`src/snnu_pkg.sv`:
```
`timescale 1ns / 1ps
`default_nettype none
// ----------------------------------------------------------------------------
// snnu_pkg
// Shared types and constants of the SOM node neighborhood update block.
// ----------------------------------------------------------------------------
package snnu_pkg;

    localparam int FEATURE_LEN = 256;
    localparam int MAP_SIDE    = 32;

    localparam int IDX_W   = 8;
    localparam int DATA_W  = 32;
    localparam int DEPTH   = (FEATURE_LEN < (2 ** IDX_W)) ? FEATURE_LEN : (2 ** IDX_W);
    localparam int ADDR_W  = $clog2(DEPTH);
    localparam int RATE_HW = 20;
    localparam int MAG_W   = DATA_W + 1;
    localparam int PROD_W  = MAG_W + RATE_HW;

    typedef enum logic [1:0] {
        CMD_LOAD  = 2'd0,
        CMD_TRAIN = 2'd1,
        CMD_READ  = 2'd2
    } snnu_cmd_t;

    // learning rate, scaled by 2^40; one and none are flagged apart
    typedef struct packed {
        logic               none;
        logic               one;
        logic [RATE_HW-1:0] hi;
        logic [RATE_HW-1:0] lo;
    } snnu_rate_t;

    typedef struct packed {
        logic ok;
        logic load;
        logic train;
        logic wr;
        logic none;
        logic one;
    } snnu_ctl_t;

    typedef struct packed {
        logic              en;
        logic [IDX_W-1:0]  idx;
        logic [DATA_W-1:0] data;
    } snnu_wr_t;

endpackage
`default_nettype wire

```
`src/snnu_update.sv`:
```
`timescale 1ns / 1ps
`default_nettype none
// ----------------------------------------------------------------------------
// snnu_update
// Final element value selection and change flag.
// ----------------------------------------------------------------------------
module snnu_update (
    input  wire snnu_pkg::snnu_ctl_t           ctl,
    input  wire logic                          neg,
    input  wire logic [snnu_pkg::DATA_W-1:0]   cur,
    input  wire logic [snnu_pkg::DATA_W-1:0]   sample,
    input  wire logic [snnu_pkg::MAG_W-1:0]    delta,
    output logic      [snnu_pkg::DATA_W-1:0]   value,
    output logic                               upd
);
    import snnu_pkg::*;

    logic [DATA_W+1:0] cur_ext;
    logic [DATA_W+1:0] moved;
    logic [DATA_W-1:0] trained;

    always_comb begin
        cur_ext = {{2{cur[DATA_W-1]}}, cur};
        moved   = neg ? (cur_ext - {1'b0, delta}) : (cur_ext + {1'b0, delta});
        trained = ctl.one ? sample : moved[DATA_W-1:0];
        upd     = 1'b0;
        if (!ctl.ok) begin
            value = '0;
        end else if (ctl.load) begin
            value = sample;
        end else if (ctl.train && !ctl.none) begin
            value = trained;
            upd   = (trained != cur);
        end else begin
            value = cur;
        end
    end

endmodule
`default_nettype wire

```
`config.mk`:
```
export PLATFORM = sky130hd
export DESIGN_NAME = snnu_update
export DESIGN_NICKNAME = d
export VERILOG_FILES = /design/src/snnu_pkg.sv /design/src/snnu_update.sv
export SDC_FILE = /design/constraint.sdc
export NUM_CORES = 1
export LEC_CHECK = 0
export BUFFER_PORTS_ARGS = -buffer_cell sky130_fd_sc_hd__clkbuf_2
export CAP_MARGIN = 20
export CELL_PAD_IN_SITES_DETAIL_PLACEMENT = 1
export CELL_PAD_IN_SITES_GLOBAL_PLACEMENT = 2
export CORE_MARGIN = 5
export CORE_UTILIZATION = 31
export DETAILED_ROUTE_END_ITERATION = 10
export PLACE_DENSITY = 0.9
export SYNTH_ARGS = -nofsm -noshare
export SYNTH_HDL_FRONTEND = slang
export SYNTH_SLANG_ARGS = --single-unit
```
`constraint.sdc`:
```
create_clock -name vclk -period 8.7
set_clock_uncertainty 0.05 [all_clocks]
set_input_delay 0.87 -clock vclk [all_inputs]
set_output_delay 0.87 -clock vclk [all_outputs]
set_load 0.05 [all_outputs]
```
==> impl_metrics.py <==
metrics = {
    "timing": {
        "worstMarginPinSlew_ns": 0.778,
        "fmax_mhz": 138,
        "relSlewSlack": 0.481,
        "hold_viol": 0,
        "setup_violations": 0,
        "fin_crit_sh": 0.833,
        "finalMaxSlewViolations": 0,
        "finalSetupTns_ns": 0,
        "fin_crit_ns": 7.25,
        "rsz0062_at_grt": "no",
    },
    "worst_setup_path": {
        "arrival_ns": 6.33,
        "crit_path_end_kind": "output pin",
        "path_max_fanout": 8,
        "path_class": "in -> out",
        "startpoint_type": "input port",
        "required_ns": 7.78,
    },
    "final_layout": {
        "antennaDiodeCount": 0,
        "instances_no_fill": 1020,
        "nClkBuffers": 0,
        "nFillCells": 2013,
        "seq_cells": 0,
        "seqCellArea_um2": 0,
        "syn2layout_area_growth_pct": 15.6,
        "nets": 971,
        "layout-drive-gt1-share": 0.190,
    },
    "die": {
        "design.core.area_um2": 15000,
        "dieHeight_um": 133,
        "die_w_um": 133,
        "initial_utilization": 0.313,
        "die-area_um2": 17700,
        "rows": 45,
        "pin_count": 137,
    },
    "synthesis": {
        "synth.top_cell.area_share": 0.0969,
        "synth_area_per_cell_um2": 6.34,
        "ys_seq_area_frac": 0,
        "yosys-top-cells-count": "a21oi_1 (73), nor2_1 (73), nand2_1 (69), xnor2_1 (52), o21ai_0 (42)",
        "synth_nets": 878,
        "synth_xor_area_frac": 0.135,
        "synth_fa_ha_area_frac": 0.0894,
        "yosys-top-cells-area": "xnor2_1 (9.7%), ha_1 (8.5%), a21oi_1 (7.8%), nor2_1 (5.8%), nand2_1 (5.5%)",
        "yosys.area_share.simple": 0.349,
        "synth-compound-area-share": 0.334,
        "synth_area_um2": 4700,
        "yosys_warnings": 0,
        "syn_inst": 741,
        "muxShareOfSynthArea": 0.0271,
        "yosysTopAreaCell": "xnor2_1",
        "synth_top_family_by_area": "simple AND/OR/NAND/NOR gates",
        "synthDistinctLibCells": 74,
    },
    "drt": {
        "viasPerCell": 5.91,
        "drt-initial-drc-count": 403,
        "num_vias": 6024,
        "wl_per_cell_um": 19.5,
        "drc": 0,
        "dr.pass1.iters": 6,
        "postRouteAntennaNets": 0,
        "wirelength_um": 19900,
    },
    "global_route": {
        "grtUsageTotal": 0.214,
        "grt_pass1_wl_um": 31800,
        "antenna_found_initial": 0,
        "gr-total-overflow": 0,
        "grt_pass1_vias": 5798,
        "grt_max_degree": 55,
    },
    "power_and_ir_drop": {
        "p_per_area_nw_per_um2": 93.2,
        "ir_worst_vdd_mv": 0.0196,
        "leakagePower_nw": 2.30,
    },
    "hold_path": {
        "worstHoldEndpoint": "value[8]",
        "worstHoldStart": "sample[8]",
        "holdPathStages": 4,
        "worstHoldPathType": "in -> out",
    },
    "placed_design": {
        "place.gp.congestion": 0.898,
        "dp.cells": 1019,
        "place_hpwl_um": 16500,
        "port_buffers": 135,
    },
    "run": {
        "cap_violations": 0,
    },
    "clock_network": {
        "ctsResizeCount": 0,
        "postCtsSetupBuffers": 0,
        "holdBufCountCts": 0,
    },
    "outcome": {
        "status": "completed",
    },
}
[cells in the final DEF, fill, tap and decap left out, types with 5 or more instances in the layout]
master    instances
or3_1            12
mux2i_1           6
o31ai_1           7
nand2_1          69
inv_1            23
o22ai_1           6
a211oi_1         17
nor2_1           73
clkbuf_2        135
o21a_1            9
and2_1           13
o211ai_1         12
nand4_1          10
a21o_1            7
nor2b_1          11
nand3_1          27
nor3b_1          14
mux2_2            6
a311oi_1          9
xnor2_1          52
a21oi_1          73
and3_1            6
a31oi_1          10
xor2_1           15
ha_1             32
and4_1            5
nor4_1           13
nor3_1           22
o21ai_0          42
nor4b_1           5
nand2b_1         15
[metal layers]
layer  track usage  wire (um)
met1         0.334      10200
met2         0.339       8530
met3        0.0136       1090
met4        0.0103        137
met5             0          0
[kinds of logic after synthesis]
logic type | after synthesis
AND/OR/NAND/NOR | 314
AO/OA/AOI/OAI | 241
buffers and inverters | 72
XOR/XNOR | 69
adder cells (fa/ha/maj) | 33
multiplexers | 12
[report_power, final]
part / internal, mW / switching [mW] / total [mW]
registers: 0 / 0 / 0
clock network: 0 / 0 / 0
logic: 0.183 / 0.323 / 0.506
total: 0.183 / 0.323 / 0.506
[worst max-delay path, stage by stage]
cell and delay [ns]:
clkbuf_2 0.11, nor4_1 0.49, and2_1 0.32, nand3b_1 0.22, nor3_1 0.32, a21oi_1 0.14
xnor2_1 0.25, ha_1 0.35, and3_1 0.28, a221oi_1 0.29, a21oi_1 0.13, or2_1 0.31
or3_1 0.39, a311o_1 0.38, a221oi_2 0.23, nand4_1 0.10, or4b_1 0.58, nor4b_2 0.23
nor4_1 0.06, clkbuf_2 0.27
[area by class of cell]
type | instances | area [um2] | share of cell area
repair buffers | 139 | 709 | 0.131
well taps | 188 | 235 | 0.0433
inverters | 24 | 90.1 | 0.0166
multi-input cells | 669 | 4400 | 0.810
[worst max-delay path by stage]
stage              from  endpoint  slack (ns)  cells after the start
4_1_cts        delta[4]       upd        1.42                     20
2_1_floorplan  delta[8]       upd        1.83                     18
3_3_place_gp   delta[4]       upd        1.49                     20
6_report       delta[4]       upd        1.45                     20
3_5_place_dp   delta[4]       upd        1.43                     20
5_1_grt        delta[4]       upd        0.88                     20
[through the flow]
stage               power [mW]  area [um2]  worst slack (ns)  hold WS (ns)  utilization
floorplan                0.358        4700              1.83          1.96            -
global placement         0.490        5420              1.49          2.12        0.361
detailed placement       0.498        5420              1.43          2.12        0.361
CTS                      0.500        5420              1.42          2.12        0.361
global route             0.553        5430             0.884          2.16        0.361
finish                   0.506        5430              1.45          2.11        0.361
Power figures use the tool's default switching activity.
