==> src/snnu_pkg.sv <==
`timescale 1ns / 1ps
`default_nettype none
// ----------------------------------------------------------------------------
// snnu_pkg
// Shared types and constants of the SOM node neighborhood update block.
// ----------------------------------------------------------------------------
package snnu_pkg;

    localparam int FEATURE_LEN = 256;
    localparam int MAP_SIDE    = 32;

    localparam int IDX_W   = 8;
    localparam int DATA_W  = 32;
    localparam int DEPTH   = (FEATURE_LEN < (2 ** IDX_W)) ? FEATURE_LEN : (2 ** IDX_W);
    localparam int ADDR_W  = $clog2(DEPTH);
    localparam int RATE_HW = 20;
    localparam int MAG_W   = DATA_W + 1;
    localparam int PROD_W  = MAG_W + RATE_HW;

    typedef enum logic [1:0] {
        CMD_LOAD  = 2'd0,
        CMD_TRAIN = 2'd1,
        CMD_READ  = 2'd2
    } snnu_cmd_t;

    // learning rate, scaled by 2^40; one and none are flagged apart
    typedef struct packed {
        logic               none;
        logic               one;
        logic [RATE_HW-1:0] hi;
        logic [RATE_HW-1:0] lo;
    } snnu_rate_t;

    typedef struct packed {
        logic ok;
        logic load;
        logic train;
        logic wr;
        logic none;
        logic one;
    } snnu_ctl_t;

    typedef struct packed {
        logic              en;
        logic [IDX_W-1:0]  idx;
        logic [DATA_W-1:0] data;
    } snnu_wr_t;

endpackage
`default_nettype wire

==> src/snnu_sched.sv <==
`timescale 1ns / 1ps
`default_nettype none
// ----------------------------------------------------------------------------
// snnu_sched
// Manhattan distance to the winner and piecewise learning rate schedule.
// ----------------------------------------------------------------------------
module snnu_sched (
    input  wire logic [31:0]          iteration_count,
    input  wire logic [7:0]           winner_x,
    input  wire logic [7:0]           winner_y,
    input  wire logic [7:0]           node_x,
    input  wire logic [7:0]           node_y,
    output snnu_pkg::snnu_rate_t      rate
);
    import snnu_pkg::*;

    localparam logic [11:0] H1    = 12'(MAP_SIDE);
    localparam logic [11:0] H2    = 12'(2 * MAP_SIDE);
    localparam logic [11:0] H3    = 12'(3 * MAP_SIDE);
    localparam logic [11:0] H_D2  = 12'(MAP_SIDE / 2);
    localparam logic [11:0] H_D3  = 12'(MAP_SIDE / 3);
    localparam logic [11:0] H_D4  = 12'(MAP_SIDE / 4);
    localparam logic [11:0] H_D5  = 12'(MAP_SIDE / 5);
    localparam logic [11:0] H_D6  = 12'(MAP_SIDE / 6);
    localparam logic [11:0] H_D7  = 12'(MAP_SIDE / 7);

    localparam logic [39:0] R_5EM1  = 40'd549755813888;
    localparam logic [39:0] R_1EM1  = 40'd109951162777;
    localparam logic [39:0] R_5EM2  = 40'd54975581388;
    localparam logic [39:0] R_1EM2  = 40'd10995116277;
    localparam logic [39:0] R_5EM3  = 40'd5497558138;
    localparam logic [39:0] R_1EM3  = 40'd1099511627;
    localparam logic [39:0] R_5EM4  = 40'd549755813;
    localparam logic [39:0] R_1EM4  = 40'd109951162;
    localparam logic [39:0] R_1EM5  = 40'd10995116;
    localparam logic [39:0] R_5EM6  = 40'd5497558;
    localparam logic [39:0] R_3EM6  = 40'd3298534;
    localparam logic [39:0] R_1EM6  = 40'd1099511;
    localparam logic [39:0] R_5EM7  = 40'd549755;
    localparam logic [39:0] R_1EM7  = 40'd109951;
    localparam logic [39:0] R_5EM8  = 40'd54975;
    localparam logic [39:0] R_1EM8  = 40'd10995;
    localparam logic [39:0] R_1EM9  = 40'd1099;
    localparam logic [39:0] R_5EM10 = 40'd549;

    localparam logic [31:0] CNT_1K   = 32'd1000;
    localparam logic [31:0] CNT_100K = 32'd100000;
    localparam logic [31:0] CNT_1M   = 32'd1000000;
    localparam logic [31:0] CNT_1M5  = 32'd1500000;
    localparam logic [31:0] CNT_2M   = 32'd2000000;
    localparam logic [31:0] CNT_2M5  = 32'd2500000;
    localparam logic [31:0] CNT_3M   = 32'd3000000;
    localparam logic [31:0] CNT_4M   = 32'd4000000;
    localparam logic [31:0] CNT_5M   = 32'd5000000;
    localparam logic [31:0] CNT_10M  = 32'd10000000;
    localparam logic [31:0] CNT_100M = 32'd100000000;

    logic [8:0]  dx;
    logic [8:0]  dy;
    logic [7:0]  adx;
    logic [7:0]  ady;
    logic [11:0] mdist;
    logic [11:0] dist2;
    logic [11:0] dist3;
    logic [39:0] r;
    logic        one;

    always_comb begin
        dx    = {1'b0, node_x} - {1'b0, winner_x};
        dy    = {1'b0, node_y} - {1'b0, winner_y};
        adx   = dx[8] ? 8'(-dx) : dx[7:0];
        ady   = dy[8] ? 8'(-dy) : dy[7:0];
        mdist = 12'(adx) + 12'(ady);
        dist2 = mdist << 1;
        dist3 = dist2 + mdist;
        one   = 1'b0;
        r     = '0;
        if (iteration_count < CNT_5M) begin
            if (iteration_count <= CNT_1K && dist2 < H3) begin
                one = 1'b1;
            end else if (iteration_count <= CNT_100K && mdist < H1) begin
                r = R_5EM1;
            end else if (iteration_count <= CNT_1M && dist3 < H2) begin
                r = R_1EM1;
            end else if (iteration_count <= CNT_1M5 && mdist < H_D2) begin
                r = R_5EM2;
            end else if (iteration_count <= CNT_2M && mdist < H_D3) begin
                r = R_1EM2;
            end else if (iteration_count <= CNT_2M5 && mdist < H_D4) begin
                r = R_5EM3;
            end else if (iteration_count <= CNT_3M && mdist < H_D5) begin
                r = R_1EM3;
            end else if (iteration_count <= CNT_4M && mdist < H_D6) begin
                r = R_5EM4;
            end else if (mdist < H_D7) begin
                r = R_1EM4;
            end
        end else if (iteration_count < CNT_10M) begin
            case (mdist)
                12'd0, 12'd1, 12'd2, 12'd3: r = R_1EM5;
                12'd4:   r = R_5EM6;
                12'd5:   r = R_3EM6;
                12'd6:   r = R_1EM6;
                12'd7:   r = R_5EM7;
                12'd8:   r = R_1EM7;
                default: r = '0;
            endcase
        end else if (iteration_count < CNT_100M) begin
            case (mdist)
                12'd0:   r = R_1EM7;
                12'd1:   r = R_5EM8;
                12'd2:   r = R_1EM8;
                default: r = '0;
            endcase
        end else begin
            case (mdist)
                12'd0:   r = R_1EM9;
                12'd1:   r = R_5EM10;
                default: r = '0;
            endcase
        end
        rate.one  = one;
        rate.none = !one && (r == '0);
        rate.hi   = r[39:20];
        rate.lo   = r[19:0];
    end

endmodule
`default_nettype wire

==> config.mk <==
export PLATFORM = sky130hd
export DESIGN_NAME = snnu_sched
export DESIGN_NICKNAME = d
export VERILOG_FILES = /design/src/snnu_pkg.sv /design/src/snnu_sched.sv
export SDC_FILE = /design/constraint.sdc
export NUM_CORES = 1
export LEC_CHECK = 0
export ABC_AREA = 0
export ABC_CLOCK_PERIOD_IN_PS = 16300
export BUFFER_PORTS_ARGS = -buffer_cell sky130_fd_sc_hd__buf_2
export CAP_MARGIN = 15
export CELL_PAD_IN_SITES_DETAIL_PLACEMENT = 1
export CELL_PAD_IN_SITES_GLOBAL_PLACEMENT = 2
export CORE_MARGIN = 1.5
export CORE_UTILIZATION = 32
export DETAILED_ROUTE_END_ITERATION = 16
export PLACE_DENSITY_LB_ADDON = 0.1
export SYNTH_ARGS = -nofsm -noshare
export SYNTH_HDL_FRONTEND = slang
export SYNTH_SLANG_ARGS = --single-unit
export TNS_END_PERCENT = 100
==> constraint.sdc <==
create_clock -name vclk -period 16.3
set_clock_uncertainty 0.1 [all_clocks]
set_input_delay 2.445 -clock vclk [all_inputs]
set_output_delay 2.445 -clock vclk [all_outputs]
set_load 0.005 [all_outputs]
==> metrics.txt <==
status finished clean; Gate Count Post-Synth 545; Synth top area share 0.168; Final Setup Violations 0; DR DRC count 0; max incr delay on CP 0.49 ns; Critical Path Sink Type output pin; Final GP Congestion 0.877; Die ar. 12000 um^2; grt total ovfl 0; Overall Global Routing Usage 0.227; Multi-input gate area 3320 um^2; Resized cells post-CTS 0; post-route ant nets 0; M2 GR Usage 0.429; core area 11000 um^2; Arrival @ worst endpoint 8.87 ns; HP Class input pin to output pin; Distinct cells, synth 76; max-cap viol count 0; final worst slack 4.88 ns; crit-path most repeated cell a21oi_1; DR vias 4392; Peak Freq 0.0876 GHz; # IOs 106; Critical Path Source Type input pin; Site Rows 38; DR WL/cell 18.1 um; Clock buffer cells 0; grt peak-use layer met2; postcts setup bufs 0; register area 0 um^2; number of vias per cell 5.77; sequential cell count 0; placed cell area 4200 um^2; Crit Path Max Fanout 9; power per cell area 125 nW/um^2; max-slew violations 0; GR Util met1 0.300; Leak Pwr 2.05 nW; Mapped Area 3650 um^2; final critical-path required period 11.42 ns; pre-CTS setup slack 4.91 ns; DP HPWL 11.6 mm; Mean Syn Cell Area 6.69 um^2; final design instance area without fill 4200 um^2; unrepaired setup endpoints after global routing no; IO Port Bufs 104; pin count of the biggest net entering global routing 16; Layout area overhead 15.3%; Worst path slowest cell a21oi_1; total negative slack 0 ns; synth top area cells ha_1 (17%), a21oi_1 (6.3%), xnor2_1 (5.8%); final hold viol count 0; data required time of the worst path 13.76 ns; worst vdd ir 105 uV; Cells after DPL 761; Die W 110 um; final wirelength 13.8 mm; post-route insts no fill 761; Filler cells 1502; Crit Path Class input pin to output pin; Final period util 0.700; Least-Margin Pin Slew 0.995 ns; layout cell share with drive strength beyond 1 0.200; Seq/Total Area, Yosys 0; Pre-antenna DRT Iters 4; initial antenna violation count 0; cts hold-fix bufs 0; vias in the first global route 4353; Layout Nets 739; die height 110 um; commonest non-fill, non-tap cell in the layout buf_2; GR Layer Usage met3 0.00593; Initial Util 0.332; Synth area leader ha_1; DR iter-0 viols 180; most frequent cells in the layout buf_2 (104), ha_1 (49), nand2_1 (48); Synth Warn # 0; Rel. slew slack 0.337; Antenna diodes 0; first-pass GRT wire length 22.0 mm
[per-layer routing]
metal  vias to the layer above  part of all wire
li1                       2161                 -
met1                      2111              0.46
met2                       114              0.50
met3                         6             0.040
met4                         0            0.0044
met5                         -                 0
[cell usage after synthesis (all sizes together), types with 3 or more instances]
| library cell | count |
|---|---|
| inv | 46 |
| buf | 11 |
| nor3 | 19 |
| nand2 | 48 |
| nor4bb | 3 |
| o211ai | 7 |
| o21a | 4 |
| nand4b | 5 |
| xor2 | 7 |
| or4 | 3 |
| nor2 | 34 |
| a211oi | 7 |
| a31oi | 4 |
| xnor2 | 24 |
| nand2b | 6 |
| a41oi | 3 |
| clkbuf | 19 |
| or3 | 12 |
| or2 | 3 |
| o22ai | 3 |
| o2111a | 3 |
| nor2b | 7 |
| nand3 | 16 |
| o31ai | 9 |
| a31o | 4 |
| nor4b | 3 |
| o21bai | 7 |
| a21oi | 46 |
| nand3b | 3 |
| and3 | 12 |
| nor4 | 12 |
| nand4 | 13 |
| fa | 3 |
| o21ai | 28 |
| ha | 49 |
| a21o | 16 |
| and2 | 8 |
| a211o | 5 |
| o31a | 3 |
[metrics by stage]
step	total power [mW]	hold slack, ns	util
2_1_floorplan	0.385	5.13	-
3_3_place_gp	0.501	5.48	0.383
3_5_place_dp	0.525	5.47	0.383
4_1_cts	0.528	5.48	0.383
5_1_grt	0.598	5.54	0.383
6_report	0.525	5.49	0.383
[critical path, delay by kind of cell]
family	cells	cell delay (ns)
compound gates	17	3.52
fa+ha+maj	4	1.14
simple gates	4	0.78
buf+inv	5	0.42
mux	1	0.35
xor+xnor	1	0.21
[cell families after synthesis]
family / Yosys count / share of synthesized area
simple gates: 217 / 0.333
compound gates: 165 / 0.313
buf+inv: 78 / 0.0903
fa+ha+maj: 52 / 0.185
xor+xnor: 31 / 0.0745
mux: 1 / 0.00309
other cells: 1 / 0.00103
[worst paths after layout]
kind	to	cells after the start	slack, ns	from
min	rate[7]	6	5.49	iteration_count[29]
max	rate[41]	32	4.88	node_x[0]
[final cells by class]
cell class                      count  area share
Timing Repair Buffer              105       0.126
Tap cell                          140      0.0417
Inverter                           48      0.0429
Multi-Input combinational cell    468       0.790
[report_power, final]
| group | switching (mW) | internal (mW) |
|---|---|---|
| combinational | 0.333 | 0.193 |
| sequential | 0 | 0 |
| clock | 0 | 0 |
| total | 0.333 | 0.193 |
Power figures use the tool's default switching activity.
